<file path="config.mk">
export PLATFORM = sky130hd
export DESIGN_NAME = coprocessor_host_register_file_core
export DESIGN_NICKNAME = d
export VERILOG_FILES = /design/src/chrf_pkg.sv /design/src/coprocessor_host_register_file_core.sv /design/src/chrf_ram.sv
export SDC_FILE = /design/constraint.sdc
export NUM_CORES = 1
export LEC_CHECK = 0
export ABC_AREA = 1
export BUFFER_PORTS_ARGS = -buffer_cell sky130_fd_sc_hd__buf_2
export CELL_PAD_IN_SITES_DETAIL_PLACEMENT = 1
export CELL_PAD_IN_SITES_GLOBAL_PLACEMENT = 1
export CORE_AREA = 2 2 294 296
export DETAILED_ROUTE_END_ITERATION = 16
export DIE_AREA = 0 0 296 298
export PLACE_DENSITY_LB_ADDON = 0.1
export SETUP_SLACK_MARGIN = 0.1
export SLEW_MARGIN = 30
export SYNTH_ARGS = -nofsm -noshare
export SYNTH_HDL_FRONTEND = slang
export SYNTH_SLANG_ARGS = --single-unit
</file>
<file path="constraint.sdc">
create_clock -name clk -period 3.8 [get_ports clk]
set_input_delay 0.76 -clock clk [delete_from_list [all_inputs] [get_ports clk]]
set_output_delay 0.76 -clock clk [all_outputs]
set_load 0.01 [all_outputs]
</file>
<file path="src/chrf_pkg.sv">
// ----------------------------------------------------------------------------
// Coprocessor host register file package
// Payload types, memory layout and register offsets of the host window.
// ----------------------------------------------------------------------------
`timescale 1ns / 1ps
`default_nettype none

package chrf_pkg;

  typedef struct packed {
    logic [1:0]  req_type;
    logic [9:0]  addr;
    logic [7:0]  wdata;
    logic [23:0] core_mdr;
    logic        core_bus_access;
    logic        core_busy;
  } in_t;

  typedef struct packed {
    logic [7:0]  rdata;
    logic        irq_line;
    logic        start_pulse;
    logic [22:0] start_pc;
    logic        dma_start;
    logic        cache_load_start;
    logic        suspend_active;
    logic [7:0]  suspend_cycles;
    logic        halted;
  } out_t;

  localparam logic [1:0] REQ_READ  = 2'd0;
  localparam logic [1:0] REQ_WRITE = 2'd1;
  localparam logic [1:0] REQ_HALT  = 2'd2;
  localparam logic [1:0] REQ_IRQ   = 2'd3;

  localparam int MEM_DEPTH = 80;
  localparam int MEM_AW    = 7;
  localparam logic [MEM_AW-1:0] GPR_BASE = 7'd32;

  localparam logic [9:0] A_DMA_SRC0      = 10'h340;
  localparam logic [9:0] A_DMA_SRC1      = 10'h341;
  localparam logic [9:0] A_DMA_SRC2      = 10'h342;
  localparam logic [9:0] A_DMA_LEN0      = 10'h343;
  localparam logic [9:0] A_DMA_LEN1      = 10'h344;
  localparam logic [9:0] A_DMA_TGT0      = 10'h345;
  localparam logic [9:0] A_DMA_TGT1      = 10'h346;
  localparam logic [9:0] A_DMA_TGT2      = 10'h347;
  localparam logic [9:0] A_CACHE_PRELOAD = 10'h348;
  localparam logic [9:0] A_PROG_OFS0     = 10'h349;
  localparam logic [9:0] A_PROG_OFS1     = 10'h34a;
  localparam logic [9:0] A_PROG_OFS2     = 10'h34b;
  localparam logic [9:0] A_CACHE_LOCK    = 10'h34c;
  localparam logic [9:0] A_PAGE_LO       = 10'h34d;
  localparam logic [9:0] A_PAGE_HI       = 10'h34e;
  localparam logic [9:0] A_PC_BYTE       = 10'h34f;
  localparam logic [9:0] A_WAIT_STATES   = 10'h350;
  localparam logic [9:0] A_IRQ_DISABLE   = 10'h351;
  localparam logic [9:0] A_SPARE_BIT     = 10'h352;
  localparam logic [9:0] A_HALT          = 10'h353;
  localparam logic [9:0] A_STATUS_ALT    = 10'h354;
  localparam logic [9:0] A_SUSPEND_0     = 10'h355;
  localparam logic [9:0] A_SUSPEND_1     = 10'h356;
  localparam logic [9:0] A_SUSPEND_2     = 10'h357;
  localparam logic [9:0] A_SUSPEND_3     = 10'h358;
  localparam logic [9:0] A_SUSPEND_4     = 10'h359;
  localparam logic [9:0] A_SUSPEND_5     = 10'h35a;
  localparam logic [9:0] A_SUSPEND_6     = 10'h35b;
  localparam logic [9:0] A_SUSPEND_7     = 10'h35c;
  localparam logic [9:0] A_RESUME        = 10'h35d;
  localparam logic [9:0] A_IRQ_CLEAR     = 10'h35e;
  localparam logic [9:0] A_STATUS_LAST   = 10'h35f;

endpackage

`default_nettype wire

</file>
<file path="src/coprocessor_host_register_file_core.sv">
// ----------------------------------------------------------------------------
// Coprocessor host register file core
// Host byte window over DMA, program, cache, wait-state and flag registers,
// with vector bytes and general register bytes held in one byte RAM.
// ----------------------------------------------------------------------------
// The byte RAM is read when the input transfer completes, and the result is
// formed and the state written back during execution, so a new request
// is accepted only after the last has left execution. The vector bytes and
// the bytes of the sixteen general registers share an 80-entry byte RAM with
// a valid bit per entry, so no clearing pass follows reset. A finished
// result waits in an output register while the next request is accepted;
// that request then holds in execution until the output register is free.
`timescale 1ns / 1ps
`default_nettype none

module coprocessor_host_register_file_core (
  input  wire logic          clk,
  input  wire logic          rst_n,
  input  wire logic          in_valid,
  output logic               in_stall,
  input  wire chrf_pkg::in_t in_data,
  output logic               out_valid,
  input  wire logic          out_stall,
  output chrf_pkg::out_t     out_data
);

  typedef enum logic [1:0] {
    S_IDLE = 2'b01,
    S_EXEC = 2'b10
  } state_t;

  state_t state_r, state_nxt;
  chrf_pkg::in_t  item_r;
  chrf_pkg::out_t out_r, out_nxt;
  logic out_valid_r, out_valid_nxt;

  logic [23:0] dma_src_r, dma_src_nxt;
  logic [15:0] dma_len_r, dma_len_nxt;
  logic [23:0] dma_tgt_r, dma_tgt_nxt;
  logic        preload_r, preload_nxt;
  logic [1:0]  lock_r, lock_nxt;
  logic [23:0] prog_ofs_r, prog_ofs_nxt;
  logic [14:0] page_r, page_nxt;
  logic [7:0]  pc_byte_r, pc_byte_nxt;
  logic [5:0]  wait_r, wait_nxt;
  logic [1:0]  misc_r, misc_nxt;
  logic        susp_r, susp_nxt;
  logic        halt_r, halt_nxt;
  logic        pend_r, pend_nxt;
  logic [chrf_pkg::MEM_DEPTH-1:0] mem_valid_r, mem_valid_nxt;

  logic                        in_xfer;
  logic                        exec_go;
  logic [chrf_pkg::MEM_AW-1:0] rd_idx;
  logic [chrf_pkg::MEM_AW-1:0] wr_idx;
  logic [7:0]                  mem_rdata;
  logic                        mem_we;
  logic                        item_vec;
  logic                        item_gpr;
  logic [7:0]                  mem_byte;
  logic [7:0]                  mdr_byte;
  logic [7:0]                  status_byte;

  function automatic logic is_vec(input logic [9:0] a);
    return a[9:5] == 5'b11011;
  endfunction

  function automatic logic is_gpr(input logic [9:0] a);
    return (a[9:7] == 3'b111) && (a[5:4] != 2'b11);
  endfunction

  function automatic logic [chrf_pkg::MEM_AW-1:0] mem_index(input logic [9:0] a);
    if (is_vec(a)) begin
      return {2'b00, a[4:0]};
    end
    return chrf_pkg::GPR_BASE + {1'b0, a[5:0]};
  endfunction

  // Remainder by three through base-four digit sums.
  function automatic logic [1:0] mod3(input logic [5:0] v);
    logic [3:0] s;
    logic [2:0] t;
    s = {2'b00, v[1:0]} + {2'b00, v[3:2]} + {2'b00, v[5:4]};
    t = {1'b0, s[1:0]} + {1'b0, s[3:2]};
    if (t >= 3'd3) begin
      t = t - 3'd3;
    end
    return t[1:0];
  endfunction

  assign in_xfer  = in_valid && !in_stall;
  assign in_stall = (state_r != S_IDLE);
  assign exec_go  = (state_r == S_EXEC) && !(out_valid_r && out_stall);
  assign rd_idx   = mem_index(in_data.addr);
  assign wr_idx   = mem_index(item_r.addr);
  assign item_vec = is_vec(item_r.addr);
  assign item_gpr = is_gpr(item_r.addr);
  assign mem_we   = exec_go && (item_r.req_type == chrf_pkg::REQ_WRITE) &&
                    (item_vec || (item_gpr && (halt_r || susp_r)));

  chrf_ram #(
    .WIDTH(8),
    .DEPTH(chrf_pkg::MEM_DEPTH)
  ) u_ram (
    .clk  (clk),
    .we   (mem_we),
    .waddr(wr_idx),
    .wdata(item_r.wdata),
    .re   (in_xfer),
    .raddr(rd_idx),
    .rdata(mem_rdata)
  );

  assign mem_byte    = mem_valid_r[wr_idx] ? mem_rdata : 8'h00;
  assign status_byte = {item_r.core_bus_access, item_r.core_busy, 4'b0000, pend_r, susp_r};

  always_comb begin
    case (mod3(item_r.addr[5:0]))
      2'd0:    mdr_byte = item_r.core_mdr[7:0];
      2'd1:    mdr_byte = item_r.core_mdr[15:8];
      2'd2:    mdr_byte = item_r.core_mdr[23:16];
      default: mdr_byte = 8'h00;
    endcase
  end

  always_comb begin
    state_nxt     = state_r;
    out_nxt       = out_r;
    out_valid_nxt = out_valid_r;
    dma_src_nxt   = dma_src_r;
    dma_len_nxt   = dma_len_r;
    dma_tgt_nxt   = dma_tgt_r;
    preload_nxt   = preload_r;
    lock_nxt      = lock_r;
    prog_ofs_nxt  = prog_ofs_r;
    page_nxt      = page_r;
    pc_byte_nxt   = pc_byte_r;
    wait_nxt      = wait_r;
    misc_nxt      = misc_r;
    susp_nxt      = susp_r;
    halt_nxt      = halt_r;
    pend_nxt      = pend_r;
    mem_valid_nxt = mem_valid_r;

    if (out_valid_r && !out_stall) begin
      out_valid_nxt = 1'b0;
    end

    unique case (state_r)
      S_IDLE: begin
        if (in_xfer) begin
          state_nxt = S_EXEC;
        end
      end
      S_EXEC: begin
        if (exec_go) begin
          state_nxt = S_IDLE;
          out_nxt   = '0;
          if (mem_we) begin
            mem_valid_nxt[wr_idx] = 1'b1;
          end
          case (item_r.req_type)
            chrf_pkg::REQ_READ: begin
              unique case (item_r.addr)
                chrf_pkg::A_DMA_SRC0:      out_nxt.rdata = dma_src_r[7:0];
                chrf_pkg::A_DMA_SRC1:      out_nxt.rdata = dma_src_r[15:8];
                chrf_pkg::A_DMA_SRC2:      out_nxt.rdata = dma_src_r[23:16];
                chrf_pkg::A_DMA_LEN0:      out_nxt.rdata = dma_len_r[7:0];
                chrf_pkg::A_DMA_LEN1:      out_nxt.rdata = dma_len_r[15:8];
                chrf_pkg::A_DMA_TGT0:      out_nxt.rdata = dma_tgt_r[7:0];
                chrf_pkg::A_DMA_TGT1:      out_nxt.rdata = dma_tgt_r[15:8];
                chrf_pkg::A_DMA_TGT2:      out_nxt.rdata = dma_tgt_r[23:16];
                chrf_pkg::A_CACHE_PRELOAD: out_nxt.rdata = {7'b0, preload_r};
                chrf_pkg::A_PROG_OFS0:     out_nxt.rdata = prog_ofs_r[7:0];
                chrf_pkg::A_PROG_OFS1:     out_nxt.rdata = prog_ofs_r[15:8];
                chrf_pkg::A_PROG_OFS2:     out_nxt.rdata = prog_ofs_r[23:16];
                chrf_pkg::A_CACHE_LOCK:    out_nxt.rdata = {6'b0, lock_r};
                chrf_pkg::A_PAGE_LO:       out_nxt.rdata = page_r[7:0];
                chrf_pkg::A_PAGE_HI:       out_nxt.rdata = {1'b0, page_r[14:8]};
                chrf_pkg::A_PC_BYTE:       out_nxt.rdata = pc_byte_r;
                chrf_pkg::A_WAIT_STATES:
                  out_nxt.rdata = {1'b0, wait_r[5:3], 1'b0, wait_r[2:0]};
                chrf_pkg::A_IRQ_DISABLE:   out_nxt.rdata = {7'b0, misc_r[0]};
                chrf_pkg::A_SPARE_BIT:     out_nxt.rdata = {7'b0, misc_r[1]};
                chrf_pkg::A_HALT, chrf_pkg::A_STATUS_ALT, chrf_pkg::A_SUSPEND_0,
                chrf_pkg::A_SUSPEND_1, chrf_pkg::A_SUSPEND_2, chrf_pkg::A_SUSPEND_4,
                chrf_pkg::A_SUSPEND_6, chrf_pkg::A_SUSPEND_7, chrf_pkg::A_RESUME,
                chrf_pkg::A_IRQ_CLEAR, chrf_pkg::A_STATUS_LAST:
                  out_nxt.rdata = status_byte;
                default: begin
                  if (item_vec) begin
                    out_nxt.rdata = mem_byte;
                  end else if (item_gpr) begin
                    out_nxt.rdata = (!halt_r && !susp_r) ? mdr_byte : mem_byte;
                  end
                end
              endcase
            end
            chrf_pkg::REQ_HALT: begin
              halt_nxt = 1'b1;
            end
            chrf_pkg::REQ_IRQ: begin
              if (!misc_r[0]) begin
                pend_nxt = 1'b1;
              end
            end
            default: begin
              unique case (item_r.addr)
                chrf_pkg::A_DMA_SRC0: dma_src_nxt[7:0]   = item_r.wdata;
                chrf_pkg::A_DMA_SRC1: dma_src_nxt[15:8]  = item_r.wdata;
                chrf_pkg::A_DMA_SRC2: dma_src_nxt[23:16] = item_r.wdata;
                chrf_pkg::A_DMA_LEN0: dma_len_nxt[7:0]   = item_r.wdata;
                chrf_pkg::A_DMA_LEN1: dma_len_nxt[15:8]  = item_r.wdata;
                chrf_pkg::A_DMA_TGT0: dma_tgt_nxt[7:0]   = item_r.wdata;
                chrf_pkg::A_DMA_TGT1: dma_tgt_nxt[15:8]  = item_r.wdata;
                chrf_pkg::A_DMA_TGT2: begin
                  dma_tgt_nxt[23:16] = item_r.wdata;
                  out_nxt.dma_start  = halt_r;
                end
                chrf_pkg::A_CACHE_PRELOAD: begin
                  if (halt_r) begin
                    preload_nxt              = item_r.wdata[0];
                    out_nxt.cache_load_start = 1'b1;
                  end
                end
                chrf_pkg::A_PROG_OFS0: prog_ofs_nxt[7:0]   = item_r.wdata;
                chrf_pkg::A_PROG_OFS1: prog_ofs_nxt[15:8]  = item_r.wdata;
                chrf_pkg::A_PROG_OFS2: prog_ofs_nxt[23:16] = item_r.wdata;
                chrf_pkg::A_CACHE_LOCK: begin
                  if (halt_r) begin
                    lock_nxt = item_r.wdata[1:0];
                  end
                end
                chrf_pkg::A_PAGE_LO: page_nxt[7:0]  = item_r.wdata;
                chrf_pkg::A_PAGE_HI: page_nxt[14:8] = item_r.wdata[6:0];
                chrf_pkg::A_PC_BYTE: begin
                  pc_byte_nxt = item_r.wdata;
                  if (halt_r) begin
                    out_nxt.start_pulse = 1'b1;
                    out_nxt.start_pc    = {page_r, item_r.wdata};
                    halt_nxt            = 1'b0;
                  end
                end
                chrf_pkg::A_WAIT_STATES: wait_nxt = {item_r.wdata[6:4], item_r.wdata[2:0]};
                chrf_pkg::A_IRQ_DISABLE: begin
                  misc_nxt[0] = item_r.wdata[0];
                  if (item_r.wdata[0]) begin
                    pend_nxt = 1'b0;
                  end
                end
                chrf_pkg::A_SPARE_BIT: misc_nxt[1] = item_r.wdata[0];
                chrf_pkg::A_HALT:      halt_nxt = 1'b1;
                chrf_pkg::A_SUSPEND_0, chrf_pkg::A_SUSPEND_1, chrf_pkg::A_SUSPEND_2,
                chrf_pkg::A_SUSPEND_3, chrf_pkg::A_SUSPEND_4, chrf_pkg::A_SUSPEND_5,
                chrf_pkg::A_SUSPEND_6, chrf_pkg::A_SUSPEND_7: begin
                  susp_nxt               = 1'b1;
                  out_nxt.suspend_cycles = {3'(item_r.addr[3:0] - 4'h5), 5'b00000};
                end
                chrf_pkg::A_RESUME:    susp_nxt = 1'b0;
                chrf_pkg::A_IRQ_CLEAR: pend_nxt = 1'b0;
                default: begin
                end
              endcase
            end
          endcase
          out_nxt.irq_line       = pend_nxt && !misc_nxt[0];
          out_nxt.suspend_active = susp_nxt;
          out_nxt.halted         = halt_nxt;
          out_valid_nxt          = 1'b1;
        end
      end
      default: state_nxt = S_IDLE;
    endcase
  end

  always_ff @(posedge clk) begin
    if (!rst_n) begin
      state_r     <= S_IDLE;
      out_valid_r <= 1'b0;
      dma_src_r   <= '0;
      dma_len_r   <= '0;
      dma_tgt_r   <= '0;
      preload_r   <= 1'b0;
      lock_r      <= '0;
      prog_ofs_r  <= '0;
      page_r      <= '0;
      pc_byte_r   <= '0;
      wait_r      <= '0;
      misc_r      <= '0;
      susp_r      <= 1'b0;
      halt_r      <= 1'b1;
      pend_r      <= 1'b0;
      mem_valid_r <= '0;
    end else begin
      state_r     <= state_nxt;
      out_valid_r <= out_valid_nxt;
      dma_src_r   <= dma_src_nxt;
      dma_len_r   <= dma_len_nxt;
      dma_tgt_r   <= dma_tgt_nxt;
      preload_r   <= preload_nxt;
      lock_r      <= lock_nxt;
      prog_ofs_r  <= prog_ofs_nxt;
      page_r      <= page_nxt;
      pc_byte_r   <= pc_byte_nxt;
      wait_r      <= wait_nxt;
      misc_r      <= misc_nxt;
      susp_r      <= susp_nxt;
      halt_r      <= halt_nxt;
      pend_r      <= pend_nxt;
      mem_valid_r <= mem_valid_nxt;
    end
  end

  always_ff @(posedge clk) begin
    out_r <= out_nxt;
    if (in_xfer) begin
      item_r <= in_data;
    end
  end

  assign out_valid = out_valid_r;
  assign out_data  = out_r;

  a_accept_exec: assert property (@(posedge clk) disable iff (!rst_n)
    in_xfer |=> state_r == S_EXEC)
    else $error("accepted request did not enter execution");

  a_exec_result: assert property (@(posedge clk) disable iff (!rst_n)
    state_r == S_EXEC |=> out_valid_r)
    else $error("execution produced no result");

  a_irq_matches: assert property (@(posedge clk) disable iff (!rst_n)
    out_valid_r |-> (out_r.irq_line == (pend_r && !misc_r[0])) && (out_r.halted == halt_r))
    else $error("result flags disagree with register state");

  a_start_runs: assert property (@(posedge clk) disable iff (!rst_n)
    out_valid_r && out_r.start_pulse |-> !out_r.halted)
    else $error("program start left the core halted");

  a_dma_halted: assert property (@(posedge clk) disable iff (!rst_n)
    out_valid_r && out_r.dma_start |-> out_r.halted)
    else $error("DMA start while running");

endmodule

`default_nettype wire

</file>
<file path="src/chrf_ram.sv">
// ----------------------------------------------------------------------------
// Generic synchronous RAM
// One write port and one read port with a registered read.
// ----------------------------------------------------------------------------
`timescale 1ns / 1ps
`default_nettype none

module chrf_ram #(
  parameter int WIDTH = 8,
  parameter int DEPTH = 80
) (
  input  wire logic                     clk,
  input  wire logic                     we,
  input  wire logic [$clog2(DEPTH)-1:0] waddr,
  input  wire logic [WIDTH-1:0]         wdata,
  input  wire logic                     re,
  input  wire logic [$clog2(DEPTH)-1:0] raddr,
  output logic      [WIDTH-1:0]         rdata
);

  logic [WIDTH-1:0] mem [DEPTH];

  always_ff @(posedge clk) begin
    if (we) begin
      mem[waddr] <= wdata;
    end
    if (re) begin
      rdata <= mem[raddr];
    end
  end

endmodule

`default_nettype wire

</file>
Yosys cells after proc, flatten, opt, wreduce, memory -nomap -nowiden
Memories as Yosys holds them, arrays and structs flattened. A register that Yosys moved wholly into a read port is not among the register bits.
Index checks and enable logic that the tools add are counted.
{"block": "word_totals", "ff_bits": 299, "ram_bits": 640, "rom_bits": 0, "output_inout_bits": 47, "n_memories": 1, "in_bits": 50, "latch_bits": 0}
{"block": "op_classes", "n_lt_le_gt_ge": 3, "eq_ne": 48, "bitwise_logic": 7, "reduce_logical": 52, "n_addsub": 7, "n_div": 0, "n_shift": 0, "multipliers": 0, "n_mux": 42}
{"name": "u_ram.mem", "depth": 80, "word_bits": 8, "read_ports": 1, "rd_clocked_by_memory_dff": 1, "write_ports": 1, "line_no": "chrf_ram.sv:21", "text": "logic [WIDTH-1:0] mem [DEPTH];"}
{"operator": "== test 10 bit, second input constant", "n": 32}
{"operator": "case mux 8 bit (20 select lines)", "n": 1}
{"operator": "bitwise OR 80 bit", "n": 1}
{"operator": "AND reduction 4 bit", "n": 16}
{"operator": "two-way mux 8 bit", "n": 4}
{"operator": "two-way mux 7 bit", "n": 4}
{"operator": "two-way mux 24 bit", "n": 1}
{"operator": "case mux 8 bit (3 select lines)", "n": 1}
{"operator": "two-way mux 1 bit", "n": 17}
{"operator": "OR reduction 4 bit", "n": 4}
{"operator": "adder 6 x 6 -> 7 bit, first input constant", "n": 2}
{"operator": "two-way mux 2 bit", "n": 6}
{"operator": "logical AND 1 bit", "n": 11}
{"operator": "OR reduction 11 bit", "n": 1}
{"operator": "== test 5 bit, second input constant", "n": 2}
{"operator": "case mux 1 bit (2 select lines)", "n": 5}
{"operator": "AND reduction 5 bit", "n": 2}
{"operator": "== test 2 bit, second input constant", "n": 4}
{"operator": "less-than comparator 7 x 8 -> 1 bit, second input constant", "n": 1}
{"operator": "OR reduction 8 bit", "n": 1}
{"operator": "binary-select mux 1 bit (select 7 bit)", "n": 1}
{"operator": "demux 1 bit (select 7 bit)", "n": 1}
{"operator": "greater-or-equal comparator 7 x 1 -> 1 bit, second input constant", "n": 1}
{"operator": "adder 2 x 2 -> 3 bit", "n": 2}
{"operator": "other kinds (20)", "n": 38}

Longest topological paths before layout
{"block": "logic_depth", "word_depth": 11, "depth_mapped": 22}

Cells and area by module
From an unflattened synthesis, not the netlist that was laid out.
{"block": "unflattened", "cells_unflattened": 3785, "area_unflattened_um2": 39361.5}
{"module": "chrf_ram", "cells_each": 2188, "area_each_um2": 26452.9, "instances": 1}
{"module": "coprocessor_host_register_file_core", "cells_each": 1597, "area_each_um2": 12908.6, "instances": 1}

Worst setup path before layout
OpenSTA, ideal clock, no wires.
{"block": "synth_path", "kind": "flip-flop to flip-flop", "from": "reg item_r[35] (netlist bit)", "to": "reg out_r (netlist bit out_data[37]), data pin", "setup_ps": 146, "arrival_time_ps": 3743, "setup_slack_ps": -89, "path_buffers": 1, "path_stages_with_launch": 20, "path_cell_list": "edfxtp_1 -> buf_2 -> inv_1 -> fa_1 -> inv_1 -> ha_1 -> ha_1 -> ha_1 -> fa_1 -> ha_1 -> nor2_1 -> o21ai_0 -> xor2_1 -> nor2_1 -> nand2_1 -> nand3_1 -> nor2_1 -> nor2_1 -> nand2_1 -> a21oi_1"}
{"block": "synth_via", "elab_chain_len": 11}
{"item": "from (decl)", "line_no": "coprocessor_host_register_file_core.sv:33", "text": "chrf_pkg::in_t item_r;"}
{"item": "from (signal assigned)", "line_no": "coprocessor_host_register_file_core.sv:317", "text": "item_r <= in_data;"}
{"item": "adder 2 x 2 -> 3 bit", "line_no": "coprocessor_host_register_file_core.sv:83", "text": "s = {2'b00, v[1:0]} + {2'b00, v[3:2]} + {2'b00, v[5:4]};"}
{"item": "adder 3 x 2 -> 4 bit", "line_no": "coprocessor_host_register_file_core.sv:83"}
{"item": "adder 2 x 2 -> 3 bit", "line_no": "coprocessor_host_register_file_core.sv:84", "text": "t = {1'b0, s[1:0]} + {1'b0, s[3:2]};"}
{"item": "greater-or-equal comparator 3 x 2 -> 1 bit / subtractor 2 bit (equally long branches)", "line_no": "coprocessor_host_register_file_core.sv:85, coprocessor_host_register_file_core.sv:86"}
{"item": "two-way mux 2 bit", "line_no": "coprocessor_host_register_file_core.sv:85", "text": "if (t >= 3'd3) begin"}
{"item": "== test 2 bit (tied with other cells)", "line_no": "coprocessor_host_register_file_core.sv:118", "text": "case (mod3(item_r.addr[5:0]))"}
{"item": "case mux 8 bit (3 select lines)", "line_no": "coprocessor_host_register_file_core.sv:118"}
{"item": "two-way mux 8 bit", "line_no": "coprocessor_host_register_file_core.sv:194", "text": "out_nxt.rdata = (!halt_r && !susp_r) ? mdr_byte : mem_byte;"}
{"item": "two-way mux 8 bit", "line_no": "coprocessor_host_register_file_core.sv:193", "text": "end else if (item_gpr) begin"}
{"item": "two-way mux 8 bit", "line_no": "coprocessor_host_register_file_core.sv:191", "text": "if (item_vec) begin"}
{"item": "case mux 8 bit (20 select lines) (*)", "line_no": "coprocessor_host_register_file_core.sv:164", "text": "unique case (item_r.addr)"}
{"item": "to (signal assigned)", "line_no": "coprocessor_host_register_file_core.sv:315", "text": "out_r <= out_nxt;"}
{"item": "to (decl)", "line_no": "coprocessor_host_register_file_core.sv:34", "text": "chrf_pkg::out_t out_r, out_nxt;"}
Mark *: on every way between the ends. The rest lies on a longest branch, timed or not. The select of a mux whose other input is x is not followed.
A chain may end at the register's enable or synchronous reset.

Final worst setup path
{"block": "layout_path", "from": "reg item_r[35] (netlist bit)", "to": "reg out_r (netlist bit out_data[42]), data pin"}
The elaborated chain is that of the path after synthesis.

==> PnR_summary.wiki <==
{| class="wikitable"
! Metric !! Value
|-
| Pre-CTS worst setup slack || -0.1160 ns
|-
| Number of library cell types mapped by synthesis || 43
|-
| Residual antenna-violating net count after detailed routing || 0
|-
| Launch instance of the worst min-delay path || in_data[32]
|-
| Source-to-sink clock delay at the later pin of the worst-skew pair || 0.68 ns
|-
| Data required, critical path || 4.32 ns
|-
| Final min period || 3.575 ns
|-
| CTS tree || yes
|-
| Worst hold path endpoint || item_r[32]$_DFFE_PP_
|-
| Setup repair after global routing missed its margin || true
|-
| Global-route wire length before repair || 181,000 µm
|-
| Clk Tree Root Cell || sky130_fd_sc_hd__clkbuf_16
|-
| Max-cap violations || 0
|-
| Final-stage net count || 3,697
|-
| Startpoint Class || flop
|-
| Buffers from clock root to sink, at most || 3
|-
| Number of instances in the synthesized netlist || 3,464
|-
| Num CTS Buffers || 102
|-
| Initial Util || 0.4481
|-
| Achievable Freq || 279.7 MHz
|-
| Setup slack of the critical path after layout || 0.2249 ns
|-
| Post-route cell area || 0.04403 mm²
|-
| Via count of the first global-routing pass || 28,578
|-
| Arrival time worst endpoint || 4.10 ns
|-
| Combined global-route utilization of all metal layers || 0.2743
|-
| Cell depth of the worst hold path || 1
|-
| Period Utilization, post-route || 0.9408
|-
| Power per cell area || 515.5 mW/mm²
|-
| Outcome || finished clean
|-
| Cell Area, Synth || 0.03804 mm²
|-
| Routed WL || 121,000 µm
|-
| Number of vias after detailed routing || 27,690
|-
| Instance count after placement with tap cells included || 4,668
|-
| Flops & latches, synth || 942
|-
| Number of antenna violations at the first check in global routing || 4
|-
| Detailed-route vias per instance || 5.694
|-
| Measured slew at the worst slew-check pin || 1.017 ns
|-
| Setup slack of the worst register-to-register path || 0.22 ns
|-
| Chip width || 296 µm
|-
| Worst flop-to-flop path endpoint || out_data[42]$_SDFFCE_PN0P_
|-
| Area growth syn-to-layout || 15.76%
|-
| Share of layout cells above drive strength 1 || 0.1235
|-
| Number of sinks driven by the clock tree || 942
|-
| Post-layout instance count excluding filler cells || 4,863
|-
| Port Buffers || 91
|-
| Largest fanout of any net on the critical path || 8
|-
| Number of failing hold endpoints at the final stage || 0
|-
| Critical path endpoint category || flop
|-
| DIE AREA || 0.08821 mm²
|-
| Maximum VDD drop || 0.0003967 V
|-
| DIE HEIGHT || 298 µm
|-
| Relative max-transition margin || 0.3218
|-
| Pleak || 15.37 nW
|-
| Hold Buf Count CTS || 0
|-
| Core ar. || 0.08488 mm²
|-
| FF-to-FF path depth || 19
|-
| Setup Skew || 0.01809 ns
|-
| Avg Cell Area, Syn || 10.98 µm²
|-
| Count of final setup violators || 0
|-
| Global-route congestion overflow total || 0
|-
| Maximum number of pins on one net before global-route repair || 92
|-
| Rows || 107
|-
| Weighted congestion reported at the end of routability-driven placement || 0.9062
|-
| Total DRC errors in the routed layout || 0
|-
| Class of the tightest hold or removal check || primary input to flop
|-
| Source of the worst register-to-register timing path || item_r[35]$_DFFE_PP_
|-
| Number of H-tree branching levels || 3
|-
| Number of warnings reported in the yosys synthesis log || 0
|-
| DRT iter0 DRCs || 2,305
|-
| Type of the setup path with the least slack || flop to flop
|-
| Per-cell routed wire length || 24.87 µm
|-
| Number of iterations in the first detailed-routing pass || 5
|-
| Final Max Slew Viols || 0
|-
| Sequential element share of the synthesized area || 0.6889
|-
| Ports placed on the boundary || 97
|-
| Clock input transition at the sequential cells of the worst setup and hold paths || 0.06 ns
|-
| DP Wirelength || 77,630 µm
|-
| Dpl cell area || 0.04065 mm²
|}
## synthesized netlist by cell type, drive strengths merged
library cell | n | area (µm²)
or2 | 6 | 37.54
a211oi | 3 | 22.52
a31oi | 3 | 18.77
edfxtp | 734 | 22040
and3 | 2 | 12.51
a21oi | 161 | 805.8
nand3 | 121 | 650.6
o21ai | 479 | 2397
clkbuf | 149 | 559.3
o22ai | 128 | 800.8
o211ai | 25 | 187.7
ha | 14 | 175.2
o31a | 1 | 8.760
mux2i | 1 | 10.01
o21a | 47 | 352.8
o31ai | 6 | 45.04
nand4 | 5 | 31.28
o2bb2ai | 2 | 17.52
nor2 | 594 | 2247
a22o | 2 | 17.52
nor4 | 3 | 18.77
conb | 1 | 3.750
fa | 3 | 60.06
inv | 260 | 975.9
o221ai | 62 | 543.0
a41oi | 1 | 8.760
nor3 | 9 | 61.31
clkinv | 10 | 38.78
nand2 | 363 | 1365
xor2 | 2 | 17.52
o2111ai | 7 | 61.31
buf | 52 | 280.3
dfxtp | 208 | 4164
## final cells by class
cell class | instances | area [µm²]
fill | 9075 | 40850
tap | 1144 | 1431
sequential | 942 | 26210
antenna | 1 | 2.502
clock inverter | 54 | 460.4
timing repair buffer | 259 | 2003
multi-input combinational | 2055 | 10100
inverter | 270 | 1027
clock buffer | 138 | 2801
## how the worst max path moves through the flow
| stage | slack, ns | to | start |
|---|---|---|---|
| 6_report | 0.22 | out_data[42]$_SDFFCE_PN0P_ | item_r[35]$_DFFE_PP_ |
| 5_1_grt | -0.002 | out_data[38]$_SDFFCE_PN0P_ | item_r[35]$_DFFE_PP_ |
| 4_1_cts | 0.11 | out_data[38]$_SDFFCE_PN0P_ | item_r[35]$_DFFE_PP_ |
| 3_5_place_dp | -0.12 | out_data[44]$_SDFFCE_PN0P_ | item_r[35]$_DFFE_PP_ |
| 3_3_place_gp | 0.07 | out_data[44]$_SDFFCE_PN0P_ | item_r[35]$_DFFE_PP_ |
| 2_1_floorplan | 0.10 | out_data[37]$_SDFFCE_PN0P_ | item_r[35]$_DFFE_PP_ |
## cell families (layout without fill, tap and decap cells)
logic type / count (synthesis) / count (layout) / share of synthesized area
AND/OR/NAND/NOR: 1103 / 1103 / 0.1163
flip-flops: 942 / 942 / 0.6889
AO/OA/AOI/OAI: 927 / 927 / 0.1390
buffers and inverters: 471 / 721 / 0.04875
adder cells (fa/ha/maj): 17 / 17 / 0.006184
XOR/XNOR: 2 / 2 / 0.0004606
other: 1 / 6 / 0.00009859
multiplexers: 1 / 1 / 0.0002632
## cell usage in the layout, fill, tap and decap left out, types with 7 or more instances in the layout
master / count
sky130_fd_sc_hd__nor2_2: 7
sky130_fd_sc_hd__nor3_1: 7
sky130_fd_sc_hd__inv_2: 8
sky130_fd_sc_hd__o221ai_1: 62
sky130_fd_sc_hd__bufinv_16: 7
sky130_fd_sc_hd__clkbuf_1: 28
sky130_fd_sc_hd__nand3_1: 111
sky130_fd_sc_hd__clkbuf_16: 105
sky130_fd_sc_hd__o2111ai_1: 7
sky130_fd_sc_hd__clkinv_1: 27
sky130_fd_sc_hd__inv_1: 248
sky130_fd_sc_hd__nand2_1: 361
sky130_fd_sc_hd__ha_1: 10
sky130_fd_sc_hd__nand3_2: 10
sky130_fd_sc_hd__o22ai_1: 128
sky130_fd_sc_hd__clkinv_2: 23
sky130_fd_sc_hd__buf_2: 87
sky130_fd_sc_hd__o21ai_1: 12
sky130_fd_sc_hd__buf_4: 149
sky130_fd_sc_hd__o211ai_1: 25
sky130_fd_sc_hd__o21ai_0: 466
sky130_fd_sc_hd__buf_12: 21
sky130_fd_sc_hd__o21a_1: 47
sky130_fd_sc_hd__nor2_1: 584
sky130_fd_sc_hd__a21oi_1: 156
sky130_fd_sc_hd__dfxtp_1: 208
sky130_fd_sc_hd__edfxtp_1: 734
## repair_timing
| action | in CTS | in global routing |
|---|---|---|
| setup buffers | 2 | 0 |
| setup endpoints to repair | 8 | 8 |
| hold endpoints to repair | 0 | 0 |
| resized for setup | 9 | 13 |
| pin swaps | 8 | 9 |
## flip-flops by register name, summed over array words and instances (netlist names)
signal / flops
u_ram.rdata: 8
out_data: 40
halt_r: 1
item_r: 46
prog_ofs_r: 24
wait_r: 6
state_r: 2
preload_r: 1
mem_valid_r: 80
susp_r: 1
page_r: 15
pend_r: 1
dma_tgt_r: 24
out_valid: 1
pc_byte_r: 8
misc_r: 2
lock_r: 2
dma_src_r: 24
dma_len_r: 16
u_ram.mem: 640
## stage by stage
stage / setup TNS [ns] / total power, mW / utilization / hold WS (ns)
after global placement: 0 / 12.99 / 0.4788 / 0.4347
after global routing: -0.002498 / 23.42 / 0.5187 / 0.2322
final: 0 / 22.70 / 0.5188 / 0.2569
after CTS: 0 / 22.81 / 0.5180 / 0.2165
after floorplan: 0 / 12.36 / - / 0.4237
after detailed placement: -0.6755 / 13.05 / 0.4790 / 0.4413
## worst max-delay path: stages (launching register included)
cell,delay [ns]
sky130_fd_sc_hd__edfxtp_1,0.37
sky130_fd_sc_hd__inv_2,0.06
sky130_fd_sc_hd__fa_1,0.55
sky130_fd_sc_hd__inv_2,0.05
sky130_fd_sc_hd__ha_4,0.16
sky130_fd_sc_hd__ha_4,0.22
sky130_fd_sc_hd__ha_4,0.15
sky130_fd_sc_hd__fa_1,0.46
sky130_fd_sc_hd__ha_2,0.21
sky130_fd_sc_hd__nor2_4,0.12
sky130_fd_sc_hd__o21ai_4,0.08
sky130_fd_sc_hd__xor2_2,0.16
sky130_fd_sc_hd__buf_4,0.15
sky130_fd_sc_hd__nor2_4,0.17
sky130_fd_sc_hd__nand2_1,0.09
sky130_fd_sc_hd__nand3_2,0.06
sky130_fd_sc_hd__nor2_1,0.04
sky130_fd_sc_hd__nor2_1,0.12
sky130_fd_sc_hd__nand2_1,0.09
sky130_fd_sc_hd__a21oi_2,0.14
## where the power goes
group	leakage [nW]	total, mW	internal, mW	switching (mW)
Clock	1.60	9.74	5.63	4.10
Sequential	8.32	11.2	11.2	0.0473
Combinational	5.45	1.75	0.502	1.25
## layer usage
layer  vias up  wire [µm]  track usage
li1      12544          -            -
met1     14191      54160       0.3823
met2       750      55980       0.4342
met3       201       6956      0.05147
met4         4       3835      0.08670
met5         -         27            0
(Power assumes the default switching activity.)
